**src/rtl/core/apf_pkg.sv**
```systemverilog
// Shared constants, types and command codes of the articulation point finder.
package apf_pkg;

    localparam int MAX_VERTICES = 64;
    localparam int MAX_EDGES    = 256;
    localparam int LINK_SLOTS   = 2 * MAX_EDGES;
    localparam int V_W          = $clog2(MAX_VERTICES);
    localparam int CNT_W        = $clog2(MAX_VERTICES + 1);
    localparam int DISC_W       = $clog2(MAX_VERTICES + 2);
    localparam int SLOT_W       = $clog2(LINK_SLOTS);
    localparam int EDGE_W       = $clog2(MAX_EDGES + 1);
    localparam int CFG_W        = 7;
    localparam int VTX_OUT_W    = 6;

    // One level of the search stack
    typedef struct packed {
        logic [V_W-1:0]    node;
        logic [V_W-1:0]    parent;
        logic              has_parent;
        logic              cursor_valid;
        logic [SLOT_W-1:0] cursor;
        logic [1:0]        kids;
        logic [DISC_W-1:0] disc;
        logic [DISC_W-1:0] low;
    } frame_t;

    // One entry of the adjacency link store
    typedef struct packed {
        logic              next_valid;
        logic [SLOT_W-1:0] next;
        logic [V_W-1:0]    neighbor;
    } link_t;

    typedef enum logic [3:0] {
        OP_NONE,
        OP_ADD,
        OP_ADD_FIRST,
        OP_ADD_SECOND,
        OP_START,
        OP_SCAN,
        OP_LOAD_CURSOR,
        OP_EDGE_READ,
        OP_EDGE_EVAL,
        OP_BACK_CMP,
        OP_POP,
        OP_POP_MERGE,
        OP_EMIT,
        OP_CLEAR
    } op_t;

    typedef enum logic [3:0] {
        ST_IDLE,
        ST_ADD_FIRST,
        ST_ADD_SECOND,
        ST_SCAN,
        ST_LOAD_CURSOR,
        ST_EDGE_READ,
        ST_EDGE_EVAL,
        ST_BACK_CMP,
        ST_POP_MERGE,
        ST_EMIT,
        ST_CLEAR
    } state_t;

    typedef struct packed {
        op_t op;
    } ctl_cmd_t;

    typedef struct packed {
        logic add_ok;
        logic scan_end;
        logic scan_visited;
        logic cursor_valid;
        logic has_parent;
        logic push;
        logic back;
        logic emit_done;
    } dp_status_t;

endpackage

```
**src/rtl/core/apf_ctrl.sv**
```systemverilog
// Sequencer for edge loading, depth-first search, result emission and clearing.
module apf_ctrl
    import apf_pkg::*;
(
    input  logic       clk,
    input  logic       rst_n,
    input  logic       in_valid,
    output logic       in_ready,
    input  logic       req_type,
    input  dp_status_t status,
    output ctl_cmd_t   cmd
);

    state_t state_reg;
    state_t state_next;

    // Hold the state
    always_ff @(posedge clk or negedge rst_n)
    begin
        if (!rst_n)
        begin
            state_reg <= ST_IDLE;
        end
        else
        begin
            state_reg <= state_next;
        end
    end

    // Decide next state and the datapath command
    always_comb
    begin
        state_next = state_reg;
        cmd.op     = OP_NONE;
        in_ready   = 1'b0;
        case (state_reg)
            ST_IDLE:
            begin
                in_ready = 1'b1;
                if (in_valid)
                begin
                    if (req_type)
                    begin
                        cmd.op     = OP_START;
                        state_next = ST_SCAN;
                    end
                    else
                    begin
                        cmd.op     = OP_ADD;
                        state_next = status.add_ok ? ST_ADD_FIRST : ST_IDLE;
                    end
                end
            end
            ST_ADD_FIRST:
            begin
                cmd.op     = OP_ADD_FIRST;
                state_next = ST_ADD_SECOND;
            end
            ST_ADD_SECOND:
            begin
                cmd.op     = OP_ADD_SECOND;
                state_next = ST_IDLE;
            end
            ST_SCAN:
            begin
                cmd.op = OP_SCAN;
                if (status.scan_end)
                begin
                    state_next = ST_EMIT;
                end
                else if (!status.scan_visited)
                begin
                    state_next = ST_LOAD_CURSOR;
                end
            end
            ST_LOAD_CURSOR:
            begin
                cmd.op     = OP_LOAD_CURSOR;
                state_next = ST_EDGE_READ;
            end
            ST_EDGE_READ:
            begin
                if (status.cursor_valid)
                begin
                    cmd.op     = OP_EDGE_READ;
                    state_next = ST_EDGE_EVAL;
                end
                else
                begin
                    cmd.op     = OP_POP;
                    state_next = status.has_parent ? ST_POP_MERGE : ST_SCAN;
                end
            end
            ST_EDGE_EVAL:
            begin
                cmd.op = OP_EDGE_EVAL;
                if (status.push)
                begin
                    state_next = ST_LOAD_CURSOR;
                end
                else if (status.back)
                begin
                    state_next = ST_BACK_CMP;
                end
                else
                begin
                    state_next = ST_EDGE_READ;
                end
            end
            ST_BACK_CMP:
            begin
                cmd.op     = OP_BACK_CMP;
                state_next = ST_EDGE_READ;
            end
            ST_POP_MERGE:
            begin
                cmd.op     = OP_POP_MERGE;
                state_next = ST_EDGE_READ;
            end
            ST_EMIT:
            begin
                cmd.op = OP_EMIT;
                if (status.emit_done)
                begin
                    state_next = ST_CLEAR;
                end
            end
            ST_CLEAR:
            begin
                cmd.op     = OP_CLEAR;
                state_next = ST_IDLE;
            end
            default:
            begin
                state_next = ST_IDLE;
            end
        endcase
    end

endmodule

```
**config.mk**
```make
export PLATFORM = sky130hd
export DESIGN_NAME = apf_ctrl
export DESIGN_NICKNAME = d
export VERILOG_FILES = /design/src/rtl/core/apf_pkg.sv /design/src/rtl/core/apf_ctrl.sv
export SDC_FILE = /design/constraint.sdc
export NUM_CORES = 1
export LEC_CHECK = 0
export BUFFER_PORTS_ARGS = -buffer_cell sky130_fd_sc_hd__buf_2
export CAP_MARGIN = 10
export CORE_MARGIN = 10
export CORE_UTILIZATION = 30
export DETAILED_ROUTE_END_ITERATION = 7
export PLACE_DENSITY = 0.59
export SLEW_MARGIN = 20
export SYNTH_ARGS = -nofsm -noshare
export SYNTH_HDL_FRONTEND = slang
export SYNTH_SLANG_ARGS = --single-unit
```
**constraint.sdc**
```tcl
create_clock -name clk -period 2.06 [get_ports clk]
set_clock_uncertainty 0.2 [all_clocks]
set_input_delay 0.309 -clock clk [delete_from_list [all_inputs] [get_ports clk]]
set_output_delay 0.309 -clock clk [all_outputs]
set_load 0.1 [all_outputs]
```
== After elaboration in Yosys (flattened, before gate mapping) ==
Index checks and enable logic that the tools add are counted.

* Register bits after elaboration: 4
* Input bits: 12
* Output and inout port bits: 5
* Logic and storage cells: 33

* Eq/ne operators: 13
* Muxes and demuxes: 16
* Reduce and logical (&&, ||, !) cells: 3

{| class="wikitable"
|+ Operator list
! kind !! number
|-
| 4-bit one-hot mux with 11 select lines || 1
|-
| 4-bit two-way mux || 7
|-
| 4-bit one-hot mux with 7 select lines || 1
|-
| 4-bit by 3-bit == test with 1-bit output (second input constant) || 4
|-
| 4-bit == test (second input constant) || 3
|-
| 4-bit by 2-bit == test with 1-bit output (second input constant) || 2
|-
| 2-bit two-way mux || 3
|-
| 3-bit two-way mux || 2
|-
| 4-bit by 1-bit == test with 1-bit output (second input constant) || 1
|-
| 4-bit zero test || 1
|-
| 2-bit != test (second input constant) || 2
|-
| 3-bit != test (second input constant) || 1
|-
| 3-bit AND reduction || 1
|-
| 3-bit OR reduction || 1
|-
| 1-bit two-way mux || 2
|}

== Logic depth before layout (Yosys ltp) ==
* Depth in word-level cells: 4
* Mapped depth: 6
* Gate-level depth less buffers: 4

== Worst setup path before layout ==
No wires, ideal clock.

* Path kind: register to output
* Start point: register state_reg[0]
* End point: output cmd[0] (netlist bit)
* Data arrival time: 3.258 ns
* Required time: 1.551 ns
* Path slack: -1.707 ns
* Stages on the path, launching flop included: 5
* Path buffers: 1
* Path through: dfrtp_1 > buf_6 > nor4_4 > nand2_1 > o211ai_1

{| class="wikitable"
|+ RTL lines
! what !! line !! text
|-
| start: declaration || apf_ctrl.sv:14 || <nowiki>state_t state_reg;</nowiki>
|-
| start signal: assignment || apf_ctrl.sv:26 || <nowiki>state_reg <= state_next;</nowiki>
|-
| end: declaration || apf_ctrl.sv:11 || <nowiki>output ctl_cmd_t cmd</nowiki>
|}

==> qor.csv <==
metric,value,unit
status,finished with violations,
violations,setup timing,
ys_top_cells_by_count,"o21ai_0, nor2_1, dfrtp_1",
std_cell_rows,15,
boundaryPins,17,
clock_latency,0.23,ns
cp-end-kind,output pin,
hold_class,input pin to async pin,
rsz0062_at_grt,true,
h-tree-depth,1,
clock_path_buffers,2,
diodes,0,
num_vias,626,
setup_viol,2,
viasPerCell,5.13,
period_share,101,%
ys_warn_count,0,
finalMaxSlewViolations,0,
synth_top_area_share,18.4,%
max_clock_freq,0.480,GHz
largest_register_ffs,4,
setup_slack,-0.0229,ns
area_growth,72.9,%
ys_seq_elements,4,
critPathLaunchType,flop,
fin_cells,122,
antenna_found_initial,0,
dp.cells,110,
clock-sinks,4,
tightest_slew,0.409,ns
grt_usage,8.94,%
root_buffer,clkbuf_4,
initial_core_util,31.5,%
final_antenna_net_count,0,
required,1.55,ns
synthFlopType,dfrtp_1,
dp_hpwl,1.26,mm
hold_viol_final,0,
maxCapViolations,0,
grt_pass1_wl,2.90,mm
syn_area,544,um2
syn_area_per_cell,8.12,um2
io_buffer_count,16,
syn_inst,67,
overflow,0,
yosys.cell_count.top_type,o21ai_0,
synth.area.top_cells,"dfrtp_1, o21ai_0, buf_6, nor4b_4, nor2_1",
grt_pass1_vias,628,
crit_type,flop to output pin,
whs,0.206,ns
synth_area_leader_cell,dfrtp_1,
drt_iter0_drc,11,
core,1730,um2
maxSlewHeadroom,72.5,%
cts.reportedPaths.clkPinSlew,0.04,ns
synth_fp_nets,79,
tns,-0.0306,ns
yosysSeqAreaShare,18.4,%
cts_tree,done,
gp_congestion,0.847,
layout_min_cycle_time,2.08,ns
filler_cell_count,155,
die_area,3920,um2
pre_cts_ws,0.189,ns
drc,0,
final_layout_size_suffix_gt1_share,59.8,%
wl,1.71,mm
wl_per_cell,14.0,um
synth_edf_count,0,
critPathMaxFanout,5,
final_nets,111,
cts_buffers,3,
synth-async-reset-ratio,100,%
grt_max_degree,12,
synth_cell_types,37,
firstDrtPassIters,4,
die_y,62.6,um
fp.dieW,62.6,um
crit_arrival,1.57,ns
-- logic make-up (layout without fill, tap and decap cells) --
kind of cell | Yosys count | in the layout | synth area share [%]
AOI/OAI and AO/OA | 28 | 28 | 35.2
xor gates and xnor gates | 1 | 1 | 1.61
buffers and inverters | 8 | 38 | 10.1
DFF | 4 | 4 | 18.4
and+or+nand+nor | 26 | 26 | 34.7
-- cells in the final DEF (no fill, tap or decap), drive strengths merged, types with 2 or more instances in the layout --
cell type and n:
a31oi 2, nor4 2, o22ai 2, nand3 3
nor2 6, nand2 3, o211ai 2, buf 31
dfrtp 4, inv 3, and3 2, clkbuf 3
o21ai 11, a21oi 3, nor2b 3
-- path summary, 6_finish.rpt --
check | from | end | slack [ns] | depth (start not counted)
worst min register to register | state_reg[0] | state_reg[0] | 0.41 | 2
worst max register to register | state_reg[3] | state_reg[0] | 0.02 | 8
worst max-delay path | state_reg[3] | cmd[1] | -0.02 | 4
worst min-delay path | rst_n | state_reg[3] | 0.21 | 2
min in group clk | status[6] | state_reg[3] | 0.29 | 4
max in group asynchronous | rst_n | state_reg[2] | 1.32 | 2
-- layout make-up --
cell class	instances	area [um2]	area share [%]
Multi-Input combinational cell	55	479	50.9
Timing Repair Buffer	32	293	31.1
Sequential cell	4	104	11.0
Tap cell	25	31.3	3.32
Clock buffer	3	22.5	2.39
Inverter	3	11.3	1.20
-- timing repair --
action / 4_1_cts / 5_1_grt
endpoints found under the setup margin: 3 / 5
setup buffers: 2 / 6
hold endpoints to repair: 4 / 0
pin swaps: 2 / 9
gates resized for setup: 2 / 17
hold buffers: 1 / 0
-- routing by layer --
metal	vias to the layer above	GRT usage [%]	share of wire (%)
li1	313	-	-
met1	301	10.2	46
met2	10	14.2	51
met3	2	1.79	2.1
met4	0	6.70	0.88
met5	-	0	0
-- critical path, cell delays in order, from the launching register on --
cell,delay [ns]
dfrtp_2,0.44
buf_4,0.15
or3_4,0.38
o21ai_4,0.18
buf_12,0.19
-- stage by stage --
| step | util [%] | cell area, um2 |
|---|---|---|
| after global placement | 45.4 | 783 |
| after CTS | 48.3 | 833 |
| after floorplan | - | 588 |
| after global routing | 54.5 | 941 |
| final | 54.5 | 941 |
| after detailed placement | 45.4 | 783 |
Power is left out: the tool's default activity adds up to more than one toggle a clock period on the data nets, which glitch-free logic cannot reach.
